<file path="config.mk">
export PLATFORM = sky130hd
export DESIGN_NAME = dense_run_mode_detector_unit
export DESIGN_NICKNAME = d
export VERILOG_FILES = /design/src/hw/rtl/drmd_pkg.sv /design/src/hw/rtl/dense_run_mode_detector_unit.sv /design/src/hw/rtl/drmd_run_tracker.sv /design/src/hw/rtl/drmd_decision.sv
export VERILOG_INCLUDE_DIRS = /design/src /design/src/hw/rtl
export SDC_FILE = /design/constraint.sdc
export NUM_CORES = 1
export LEC_CHECK = 0
export BUFFER_PORTS_ARGS = -buffer_cell sky130_fd_sc_hd__buf_2
export CAP_MARGIN = 20
export CORE_ASPECT_RATIO = 1.75
export CORE_UTILIZATION = 25
export CTS_BUF_LIST = sky130_fd_sc_hd__clkbuf_8
export DETAILED_ROUTE_END_ITERATION = 8
export GPL_ROUTABILITY_DRIVEN = 0
export PLACE_DENSITY = 0.51
export SLEW_MARGIN = 20
export SYNTH_ARGS = -nofsm -noshare
export SYNTH_HDL_FRONTEND = slang
export SYNTH_HIERARCHICAL = 1
export SYNTH_SLANG_ARGS = --single-unit
</file>
<file path="constraint.sdc">
create_clock -name clk -period 10.7 [get_ports clk]
set_input_delay 0.535 -clock clk [delete_from_list [all_inputs] [get_ports clk]]
set_output_delay 0.535 -clock clk [all_outputs]
set_load 0.02 [all_outputs]
</file>
<file path="src/hw/rtl/assert_macros.svh">
// Assertion macros used by the run tracker of the dense run mode detector.
`ifndef ASSERT_MACROS_SVH
`define ASSERT_MACROS_SVH

// Clocked assertion that is switched off while reset is high.
`define DRMD_ASSERT(lbl, clk_s, rst_s, prop, msg) \
  lbl: assert property (@(posedge clk_s) disable iff (rst_s) (prop)) else $error(msg);

// Clocked assertion that also holds during reset.
`define DRMD_ASSERT_ALWAYS(lbl, clk_s, prop, msg) \
  lbl: assert property (@(posedge clk_s) (prop)) else $error(msg);

`endif

</file>
<file path="src/hw/rtl/drmd_pkg.sv">
// Shared widths, register codes and inter-stage types of the dense run mode detector.
package drmd_pkg;

  localparam int ROW_W       = 21;
  localparam int RANK_W      = 20;
  localparam int COL_W       = 12;
  localparam int CNT_W       = 13;
  localparam int OFS_W       = 32;
  localparam int CFG_IDX_W   = 2;
  localparam int MAX_COLUMNS = 4096;

  // Reset values of the configuration registers.
  localparam logic [ROW_W-1:0] ROW_COUNT_RST       = 21'd1024;
  localparam logic [ROW_W-1:0] DENSE_THRESHOLD_RST = 21'd1048576;
  localparam logic [ROW_W-1:0] ABSENT_RANK_RST     = 21'd1048576;

  // Ordinal reported for a column that is not dense.
  localparam logic [CNT_W-1:0] NOT_DENSE_INDEX = CNT_W'(MAX_COLUMNS);

  // Configuration register indexes.
  typedef enum logic [CFG_IDX_W-1:0] {
    REG_ROW_COUNT       = 2'd0,
    REG_DENSE_THRESHOLD = 2'd1,
    REG_ABSENT_RANK     = 2'd2
  } cfg_reg_t;

  // Current configuration.
  typedef struct packed {
    logic [ROW_W-1:0] row_count;
    logic [ROW_W-1:0] dense_threshold;
    logic [ROW_W-1:0] absent_rank;
  } drmd_cfg_t;

  // Column event from the run tracker: a finished column or a discarded run.
  typedef struct packed {
    logic              overrun;
    logic [COL_W-1:0]  column_index;
    logic [ROW_W-1:0]  best_run;
    logic [RANK_W-1:0] best_rank;
  } drmd_event_t;

  // One result word.
  typedef struct packed {
    logic [COL_W-1:0] column_index;
    logic             is_dense;
    logic [ROW_W-1:0] dense_rank;
    logic [ROW_W-1:0] explicit_count;
    logic [OFS_W-1:0] storage_offset;
    logic [CNT_W-1:0] dense_index;
    logic             overrun;
  } drmd_result_t;

endpackage

</file>
<file path="src/hw/rtl/dense_run_mode_detector_unit.sv">
// Top level of the dense run mode detector: ports, configuration and input register.
//
// Usage:
// Input words (rank, run_length) arrive on in_valid / in_stall, grouped by
// predictor column; the runs of one column add up to row_count. A word is
// taken at a clock edge where in_valid is high and in_stall is low.
// A result word appears on out_valid / out_stall when a column completes
// (its rows reach row_count) or when a run overshoots row_count, in which
// case the run is dropped and overrun is set. Runs that leave the column
// open give no result.
// The configuration channel (cfg_valid, cfg_ready, cfg_index, cfg_data)
// writes row_count (0), dense_threshold (1) and absent_rank (2); cfg_ready is
// always high. Write it only while no word is in flight.
// A taken input word passes in order through the input register, the run
// tracker and the decision register. Throughput is one word per cycle while
// in_stall is low, as the run tracker updates its column state for each word.
// When out_stall is high, the output word holds and the upstream stages
// keep filling until the input register is full; then in_stall rises.
// Reset (rst, synchronous) clears all counters and column state and loads
// the configuration registers with their default values.
module dense_run_mode_detector_unit
  import drmd_pkg::*;
(
  input  logic                 clk,
  input  logic                 rst,
  input  logic                 in_valid,
  output logic                 in_stall,
  input  logic [RANK_W-1:0]    rank,
  input  logic [ROW_W-1:0]     run_length,
  output logic                 out_valid,
  input  logic                 out_stall,
  output logic [COL_W-1:0]     column_index,
  output logic                 is_dense,
  output logic [ROW_W-1:0]     dense_rank,
  output logic [ROW_W-1:0]     explicit_count,
  output logic [OFS_W-1:0]     storage_offset,
  output logic [CNT_W-1:0]     dense_index,
  output logic                 overrun,
  input  logic                 cfg_valid,
  output logic                 cfg_ready,
  input  logic [CFG_IDX_W-1:0] cfg_index,
  input  logic [ROW_W-1:0]     cfg_data
);

  drmd_cfg_t         cfg;
  logic              a_valid;
  logic [RANK_W-1:0] a_rank;
  logic [ROW_W-1:0]  a_len;
  logic              take;
  logic              ev_valid;
  logic              ev_ready;
  drmd_event_t       ev;
  drmd_result_t      result;
  logic              in_fire;

  // Configuration registers.
  assign cfg_ready = 1'b1;

  always_ff @(posedge clk) begin
    if (rst) begin
      cfg.row_count       <= ROW_COUNT_RST;
      cfg.dense_threshold <= DENSE_THRESHOLD_RST;
      cfg.absent_rank     <= ABSENT_RANK_RST;
    end else if (cfg_valid && cfg_ready) begin
      unique case (cfg_index)
        REG_ROW_COUNT:       cfg.row_count       <= cfg_data;
        REG_DENSE_THRESHOLD: cfg.dense_threshold <= cfg_data;
        REG_ABSENT_RANK:     cfg.absent_rank     <= cfg_data;
        default: ;
      endcase
    end
  end

  // Input register.
  assign in_stall = a_valid && !take;
  assign in_fire  = in_valid && !in_stall;

  always_ff @(posedge clk) begin
    if (rst) begin
      a_valid <= 1'b0;
    end else if (in_fire) begin
      a_valid <= 1'b1;
    end else if (take) begin
      a_valid <= 1'b0;
    end
  end

  always_ff @(posedge clk) begin
    if (in_fire) begin
      a_rank <= rank;
      a_len  <= run_length;
    end
  end

  drmd_run_tracker u_tracker (
    .clk      (clk),
    .rst      (rst),
    .cfg      (cfg),
    .a_valid  (a_valid),
    .a_rank   (a_rank),
    .a_len    (a_len),
    .take     (take),
    .ev_ready (ev_ready),
    .ev_valid (ev_valid),
    .ev       (ev)
  );

  drmd_decision u_decision (
    .clk       (clk),
    .rst       (rst),
    .cfg       (cfg),
    .ev_valid  (ev_valid),
    .ev        (ev),
    .ev_ready  (ev_ready),
    .out_stall (out_stall),
    .out_valid (out_valid),
    .result    (result)
  );

  // Output fields.
  assign column_index   = result.column_index;
  assign is_dense       = result.is_dense;
  assign dense_rank     = result.dense_rank;
  assign explicit_count = result.explicit_count;
  assign storage_offset = result.storage_offset;
  assign dense_index    = result.dense_index;
  assign overrun        = result.overrun;

endmodule

</file>
<file path="src/hw/rtl/drmd_run_tracker.sv">
// Run tracker: merges equal-rank runs, keeps the longest one and detects column ends and overruns.
`include "assert_macros.svh"

module drmd_run_tracker
  import drmd_pkg::*;
(
  input  logic              clk,
  input  logic              rst,
  input  drmd_cfg_t         cfg,
  input  logic              a_valid,
  input  logic [RANK_W-1:0] a_rank,
  input  logic [ROW_W-1:0]  a_len,
  output logic              take,
  input  logic              ev_ready,
  output logic              ev_valid,
  output drmd_event_t       ev
);

  logic [ROW_W-1:0]  rows_seen, rows_seen_next;
  logic              prev_valid, prev_valid_next;
  logic [RANK_W-1:0] prev_rank, prev_rank_next;
  logic [ROW_W-1:0]  merged_run, merged_run_next;
  logic [ROW_W-1:0]  best_run, best_run_next;
  logic [RANK_W-1:0] best_rank, best_rank_next;
  logic [COL_W-1:0]  column_counter, column_counter_next;
  logic              ev_valid_next;
  drmd_event_t       ev_next;

  logic [ROW_W:0]    total;
  logic              over;
  logic              done;
  logic              fire;

  // A new word is taken when the event register is free or drains this cycle.
  assign take = !ev_valid || ev_ready;
  assign fire = a_valid && take;

  // Per-run update of the column state.
  always_comb begin
    total = {1'b0, rows_seen} + {1'b0, a_len};
    over  = total > {1'b0, cfg.row_count};

    if (prev_valid && (a_rank == prev_rank)) begin
      merged_run_next = merged_run + a_len;
    end else begin
      merged_run_next = a_len;
    end
    prev_rank_next  = a_rank;
    prev_valid_next = 1'b1;

    if (merged_run_next > best_run) begin
      best_run_next  = merged_run_next;
      best_rank_next = a_rank;
    end else begin
      best_run_next  = best_run;
      best_rank_next = best_rank;
    end

    rows_seen_next      = total[ROW_W-1:0];
    done                = rows_seen_next == cfg.row_count;
    column_counter_next = column_counter + COL_W'(1);

    ev_next.overrun      = over;
    ev_next.column_index = column_counter;
    ev_next.best_run     = best_run_next;
    ev_next.best_rank    = best_rank_next;

    ev_valid_next = ev_valid && !ev_ready;
    if (fire && (over || done)) begin
      ev_valid_next = 1'b1;
    end
  end

  // Control state: column bookkeeping and the event valid flag.
  always_ff @(posedge clk) begin
    if (rst) begin
      rows_seen      <= '0;
      prev_valid     <= 1'b0;
      merged_run     <= '0;
      best_run       <= '0;
      column_counter <= '0;
      ev_valid       <= 1'b0;
    end else begin
      ev_valid <= ev_valid_next;
      if (fire && !over) begin
        if (done) begin
          rows_seen      <= '0;
          prev_valid     <= 1'b0;
          merged_run     <= '0;
          best_run       <= '0;
          column_counter <= column_counter_next;
        end else begin
          rows_seen  <= rows_seen_next;
          prev_valid <= prev_valid_next;
          merged_run <= merged_run_next;
          best_run   <= best_run_next;
        end
      end
    end
  end

  // Payload: ranks and the event word.
  always_ff @(posedge clk) begin
    if (fire && !over) begin
      prev_rank <= prev_rank_next;
      best_rank <= best_rank_next;
    end
    if (fire && (over || done)) begin
      ev <= ev_next;
    end
  end

  `DRMD_ASSERT(a_best_within_rows, clk, rst, best_run <= rows_seen, "longest run exceeds rows seen")
  `DRMD_ASSERT(a_merged_within_best, clk, rst, merged_run <= best_run, "merged run exceeds longest run")
  `DRMD_ASSERT(a_fresh_column_empty, clk, rst, !prev_valid |-> (rows_seen == '0), "rows counted with no run open")
  `DRMD_ASSERT(a_overrun_keeps_rows, clk, rst, (fire && over) |=> (rows_seen == $past(rows_seen)), "discarded run changed the row count")

endmodule

</file>
<file path="src/hw/rtl/drmd_decision.sv">
// Column decision: dense test, offsets and ordinals, and the output register.
module drmd_decision
  import drmd_pkg::*;
(
  input  logic         clk,
  input  logic         rst,
  input  drmd_cfg_t    cfg,
  input  logic         ev_valid,
  input  drmd_event_t  ev,
  output logic         ev_ready,
  input  logic         out_stall,
  output logic         out_valid,
  output drmd_result_t result
);

  logic [CNT_W-1:0] nondense_counter;
  logic [CNT_W-1:0] dense_counter;
  logic [OFS_W-1:0] compact_accum;
  logic             fire;
  logic             dense;
  logic [ROW_W-1:0] expl;
  drmd_result_t     result_next;

  // The output register takes a new word when it is empty or drains this cycle.
  assign ev_ready = !out_valid || !out_stall;
  assign fire     = ev_valid && ev_ready;

  // Build the result word for the pending event.
  always_comb begin
    dense = ev.best_run > cfg.dense_threshold;
    expl  = cfg.row_count - ev.best_run;

    result_next.column_index = ev.column_index;
    result_next.overrun      = ev.overrun;
    if (ev.overrun) begin
      result_next.is_dense       = 1'b0;
      result_next.dense_rank     = '0;
      result_next.explicit_count = '0;
      result_next.storage_offset = '0;
      result_next.dense_index    = '0;
    end else if (dense) begin
      result_next.is_dense       = 1'b1;
      result_next.dense_rank     = {1'b0, ev.best_rank};
      result_next.explicit_count = expl;
      result_next.storage_offset = compact_accum;
      result_next.dense_index    = dense_counter;
    end else begin
      result_next.is_dense       = 1'b0;
      result_next.dense_rank     = cfg.absent_rank;
      result_next.explicit_count = cfg.row_count;
      result_next.storage_offset = OFS_W'(nondense_counter);
      result_next.dense_index    = NOT_DENSE_INDEX;
    end
  end

  // Counters and the output valid flag.
  always_ff @(posedge clk) begin
    if (rst) begin
      nondense_counter <= '0;
      dense_counter    <= '0;
      compact_accum    <= '0;
      out_valid        <= 1'b0;
    end else begin
      if (fire) begin
        out_valid <= 1'b1;
      end else if (!out_stall) begin
        out_valid <= 1'b0;
      end
      if (fire && !ev.overrun) begin
        if (dense) begin
          dense_counter <= dense_counter + CNT_W'(1);
          compact_accum <= compact_accum + OFS_W'(expl);
        end else begin
          nondense_counter <= nondense_counter + CNT_W'(1);
        end
      end
    end
  end

  // Output word.
  always_ff @(posedge clk) begin
    if (fire) begin
      result <= result_next;
    end
  end

endmodule
</file>
[After elaboration in Yosys (flattened, before gate mapping)]
Cells that the tools add are included.
Storage, ports and cells
  flip-flop bits (word level): 436
Cells by class
  bitwise operators: 1
  reduce and logical (&&, ||, !) cells: 30
  multiplexer cells: 13
  $lt $le $gt $ge: 3
  equal/unequal tests: 5
  add/subtract/negate cells: 7
Operator list (count)
  $mux 21: 5
  $mux 88: 1
  $gt 21x21->1: 2
  $add 32x21->32: 1
  $add 13x1->13 const B: 2
  $add 21x21->22: 1
  $gt 22x21->1: 1
  $add 21x21->21: 1
  $eq 21x21->1: 1
  $sub 21x21->21: 1
  $eq 20x20->1: 1
  $mux 20: 1
  $add 12x1->12 const B: 1
  $reduce_and 2->1: 6
  $logic_and 1x1->1: 9
  $logic_not 1->1: 8
  $mux 1: 6
  $reduce_or 2->1: 2
  $logic_or 1x1->1: 3
  $eq 2x1->1 const B: 1
  $eq 2x2->1 const B: 1
  $logic_not 2->1: 1
  $ne 2x1->1 const B: 1
  $reduce_bool 2->1: 1
  $not 1->1: 1

[Logic depth before layout (Yosys ltp)]
  word-level depth: 8
  mapped depth: 23
  depth with buffers taken out: 21

[By module]
Netlist, hierarchy kept.
Modules (own cells, without submodules)
  drmd_decision: area an instance 9485.3 µm², cells an instance 988, times used 1
  drmd_run_tracker: area an instance 9466.6 µm², cells an instance 946, times used 1
  dense_run_mode_detector_unit: area an instance 3838.7 µm², cells an instance 280, times used 1

[Worst setup path before layout]
Ideal clock, no wire load.
  kind: reg-to-reg
  start: register a_len[0]
  end: register, netlist name u_tracker/ev[0]
  data arrival time: 4.416 ns
  path buffers: 1
  setup slack: 5.876 ns
  stages on the path, launching flop included: 18
  cell sequence: edfxtp_1 -> ha_1 -> inv_1 -> fa_1 -> nor2b_1 -> o21a_1 -> o21ai_0 -> a21oi_1 -> a2111o_1 -> a31oi_1 -> xnor2_1 -> ha_1 -> nand4_1 -> nor2_1 -> and3_1 -> clkbuf_1 -> o21bai_1 -> inv_1
Between the ends
  longest elaborated chain between the ends: 4
  elaborated cells on any way between the ends: 5
  those cells by class: add/sub (1); order compare (1); eq/ne (1); reduce/logical (2)
Ends and longest elaborated chain
  from (decl): line dense_run_mode_detector_unit.sv:48  | logic [ROW_W-1:0] a_len;
  from (signal assigned): line dense_run_mode_detector_unit.sv:91  | a_len <= run_length;
  $add 21x21->22 *: line drmd_run_tracker.sv:40  | total = {1'b0, rows_seen} + {1'b0, a_len};
  $gt 22x21->1 or $eq 21x21->1 (tied branches): line drmd_run_tracker.sv:41, drmd_run_tracker.sv:60
  $logic_or 1x1->1 *: line drmd_run_tracker.sv:108  | if (fire && (over || done)) begin
  $logic_and 1x1->1 *: line drmd_run_tracker.sv:108
Every way passes the cells marked *; elsewhere a longest branch is shown, timed or not.
A chain may end at the register's enable or synchronous reset.

[Final worst setup path]
  start: register a_len[0]
  end: register u_tracker.best_run[8]
Between the ends
  longest elaborated chain between the ends: 5
  elaborated cells on any way between the ends: 10
  those cells by class: add/sub (2); order compare (2); eq/ne (1); mux (3); reduce/logical (2)
Ends and longest elaborated chain
  $add 21x21->21: line drmd_run_tracker.sv:44  | merged_run_next = merged_run + a_len;
  $mux 21: line drmd_run_tracker.sv:43  | if (prev_valid && (a_rank == prev_rank)) begin
  $gt 21x21->1: line drmd_run_tracker.sv:51  | if (merged_run_next > best_run) begin
  $mux 21: line drmd_run_tracker.sv:51
  $mux 21: line drmd_run_tracker.sv:86  | if (done) begin
  to (signal assigned): line drmd_run_tracker.sv:96  | best_run <= best_run_next;
  to (decl): line drmd_run_tracker.sv:23  | logic [ROW_W-1:0] best_run, best_run_next;
Parallel ways exist; a longest one is shown, timed or not.

==> summary.md <==
| Metric | Value |
|---|---|
| Synth async-reset ratio | 0% |
| Clock share of power | 37.1% |
| Dpl hpwl | 48.75 mm |
| Hold_ws | 81.46 ps |
| Top_reg_cell synth | edfxtp_1 |
| Worst-skew pair later-pin latency | 730 ps |
| Tmin final | 6221 ps |
| Fin nets | 2653 |
| CTS Buffer Depth | 3 |
| CTS tree | done |
| Crit path cell chain | ha_1, inv_1, fa_1, nor2b_1, o21a_1, o21ai_0, a21oi_1, a2111o_1, a31oi_1, xnor2_1, ha_1, a211oi_1, o21bai_1, a21o_1, a221o_1, a21o_1, buf_4, inv_2, buf_4, o21ai_2, a22oi_1, nor2_1 |
| Synth cell types | 103 |
| Internal | 0.003000 W |
| Max VDD drop | 79.78 µV |
| Synth Register Bits | 436 |
| Worst-path clk slew | 70 ps |
| Residual DRC count | 0 |
| Syn avg cell area | 10.29 µm² |
| Setup TNS | 0 ps |
| Yosys warns | 6 |
| Antenna violations before repair | 4 |
| Most common cell after layout, fill and taps aside | nand2_1 |
| Fin crit share | 58.14% |
| CP Max Fanout | 69 |
| Fmax | 160.7 MHz |
| Area post-placement | 24890 µm² |
| Register-to-Register Setup Slack | 4480 ps |
| GR Util All Layers | 14.15% |
| Post-layout instance area | 26810 µm² |
| DIE AREA | 92420 µm² |
| CTS Root Cell | clkbuf_8 |
| Hold path depth | 2 |
| Syn-to-layout area delta | 17.63% |
| Final-layout fill cell count | 9470 |
| Global-route wire length before repair | 100.0 mm |
| Post-DRT Antenna Nets | 0 |
| Die W | 230.2 µm |
| Vias in the first global route | 16868 |
| FP Rows | 146 |
| Final Core Density | 29.65% |
| Hold Path Class | in -> reg |
| Seq pwr share | 45.1% |
| Syn Inst Count | 2214 |
| Largest net degree at the start of global routing | 93 |
| Routed wire length | 65.40 mm |
| Leakage | 10.34 nW |
| Status | completed |
| RSZ-0062 raised after global routing | no |
| CP max stage delay | 670 ps |
| Worst Tran Pin Value | 1062 ps |
| Comb pwr share | 17.7% |
| Crit. path cell count | 22 |
| WP buf/inv | 4 |
| Sequential-to-total area share from yosys stat | 48.66% |
| Worst Setup End Kind | flip-flop |
| Drt wl/cell | 17.81 µm |
| Rel. slew slack | 29.22% |
| Fin cells | 3673 |
| Clock sinks | 436 |
| Final count of pins violating max slew | 0 |
| Cells after DPL | 3503 |
| Most frequent cells in the layout | nand2_1 (240), edfxtp_1 (236), dfxtp_1 (200), buf_2 (170), a21oi_1 (161) |
| Endpoints failing hold | 0 |
| Detailed Route Iter0 Violations | 795 |
| Syn_nets | 2436 |
| CP max-delay cell | buf_4 |
| Switching share of power | 29.89% |
| Initial Utilization | 25.20% |
| Switch Pwr | 0.001279 W |
| Setup violators final | 0 |
| Port Buffers | 171 |
| I/O pin cnt | 173 |
| Vias | 16802 |
| R2r startpoint | a_len[0]$_DFFE_PP_ |
| Hold Path End | a_valid$_SDFFE_PP0P_ |
| Die Y-Extent | 401.4 µm |
| Total CTS buffers | 69 |
| Drt pass-1 iters | 5 |
| Crit-path leading delay family | compound AO/OA/AOI/OAI gates |
| WS Path Type | reg -> reg |
| Vias per cell | 4.574 |
| Congestion Overflow GR | 0 |
| Hold_sp | in_valid |
| Critical Path Start Type | flip-flop |
| Htree depth | 3 |
| Critical Path RT | 11250 ps |
| Synth Cell Area | 22790 µm² |
| Layout cells sized above 1 | 15.72% |
| Worst R2R End | u_tracker/best_run[8]$_SDFFE_PP0P_ |
| EDFF count, synth | 236 |
| Pwr Density | 159.6 nW/µm² |
| Max-cap violations | 0 |
| Core area | 90420 µm² |
| Reg2reg path depth | 22 |
| Clk_skew | 35.60 ps |
| Worst EP arrival | 6770 ps |
[worst register-to-register path, delay by kind of cell (launching register included)]
kind,cells,cell delay (ps)
xor+xnor,1,170
compound gates,12,3450
fa+ha+maj,3,730
simple gates,2,110
flops,1,430
buf+inv,4,1160
[layer usage]
metal / routed length (µm) / global-route usage, %
met3: 2475 / 2.280
met5: 27 / 0
met1: 26350 / 15.76
met4: 2579 / 6.901
met2: 33960 / 25.77
[stage by stage]
step	power, W	worst slack [ps]
CTS	0.004368	4430
detailed placement	0.002726	4500
global placement	0.002722	4576
global route	0.004508	3990
floorplan	0.002491	5876
finish	0.004279	4479
[area by class of cell]
cell class              instances  area, µm²  share of cell area (%)
diodes                          1      2.502                0.009334
clock buffers                  76       1046                   3.902
clock inverters                52      461.7                   1.722
inverters                     127      479.2                   1.788
multi-input cells            1560      10790                   40.24
flip-flops and latches        436      11090                   41.37
well taps                    1184       1481                   5.526
repair buffers                237       1460                   5.447
[worst max-delay path by stage]
stage	from	end	slack [ps]
finish	a_len[0]$_DFFE_PP_	u_tracker/best_run[8]$_SDFFE_PP0P_	4480
global route	a_len[0]$_DFFE_PP_	u_tracker/best_run[8]$_SDFFE_PP0P_	3990
CTS	a_len[1]$_DFFE_PP_	u_tracker/best_run[8]$_SDFFE_PP0P_	4430
detailed placement	a_len[1]$_DFFE_PP_	u_tracker/best_run[2]$_SDFFE_PP0P_	4500
global placement	a_len[0]$_DFFE_PP_	u_tracker/best_run[1]$_SDFFE_PP0P_	4580
floorplan	a_len[0]$_DFFE_PP_	u_tracker/ev[0]$_DFFE_PP_	5880
[synth_stat cells (12+ instances only)]
master,number,share of area (%)
xnor2_1,86,3.3
xor2_1,31,1.2
nor2b_1,15,0.41
a21oi_1,161,3.5
mux2i_1,66,2.9
nor2_1,136,2.2
dfxtp_1,200,18
edfxtp_1,236,31
o21a_1,18,0.59
nand2_1,240,4.0
a21o_1,45,1.5
a31oi_1,13,0.36
nand2b_1,91,2.5
and3_1,25,0.69
a211oi_1,16,0.53
ha_1,149,8.2
and2_1,37,1.0
o21ai_0,72,1.6
buf_2,15,0.33
buf_4,12,0.40
a22oi_1,33,1.1
inv_1,125,2.1
mux2_2,22,1.1
clkbuf_1,52,0.86
nand3_1,56,1.2
nor3_1,24,0.53
nand4_1,24,0.66
[sequential cells by signal (all words and copies together) (netlist names), 20 cells and up]
register,cells
u_tracker/merged_run,21
cfg,63
u_tracker/best_run,21
u_tracker/ev,54
a_len,21
u_decision/result,101
u_tracker/best_rank,20
a_rank,20
u_decision/compact_accum,32
u_tracker/rows_seen,21
u_tracker/prev_rank,20
[logic make-up after synthesis]
group | after synthesis | share of synthesized area, %
muxes | 88 | 3.986
xor gates and xnor gates | 117 | 4.496
buffers and inverters | 218 | 4.161
DFF | 436 | 48.66
other | 1 | 0.01645
adders and majority gates | 153 | 8.531
AOI/OAI and AO/OA | 474 | 13.98
and+or+nand+nor | 727 | 16.16
[what timing repair did]
action,CTS,global route
setup buffers,0,0
hold buffers,41,0
endpoints found under the hold margin,41,0
resized for setup,0,0
[power groups by stage]
stage / Clock [W] / Sequential (W) / Combinational, W
after detailed placement: 0 / 0.00197 / 0.000757
final: 0.00159 / 0.00193 / 0.000759
after global placement: 0 / 0.00197 / 0.000754
after global routing: 0.00172 / 0.00194 / 0.000845
after floorplan: 0 / 0.00198 / 0.000515
after CTS: 0.00166 / 0.00193 / 0.000772
No activity file was read; power rests on OpenSTA's default activity.
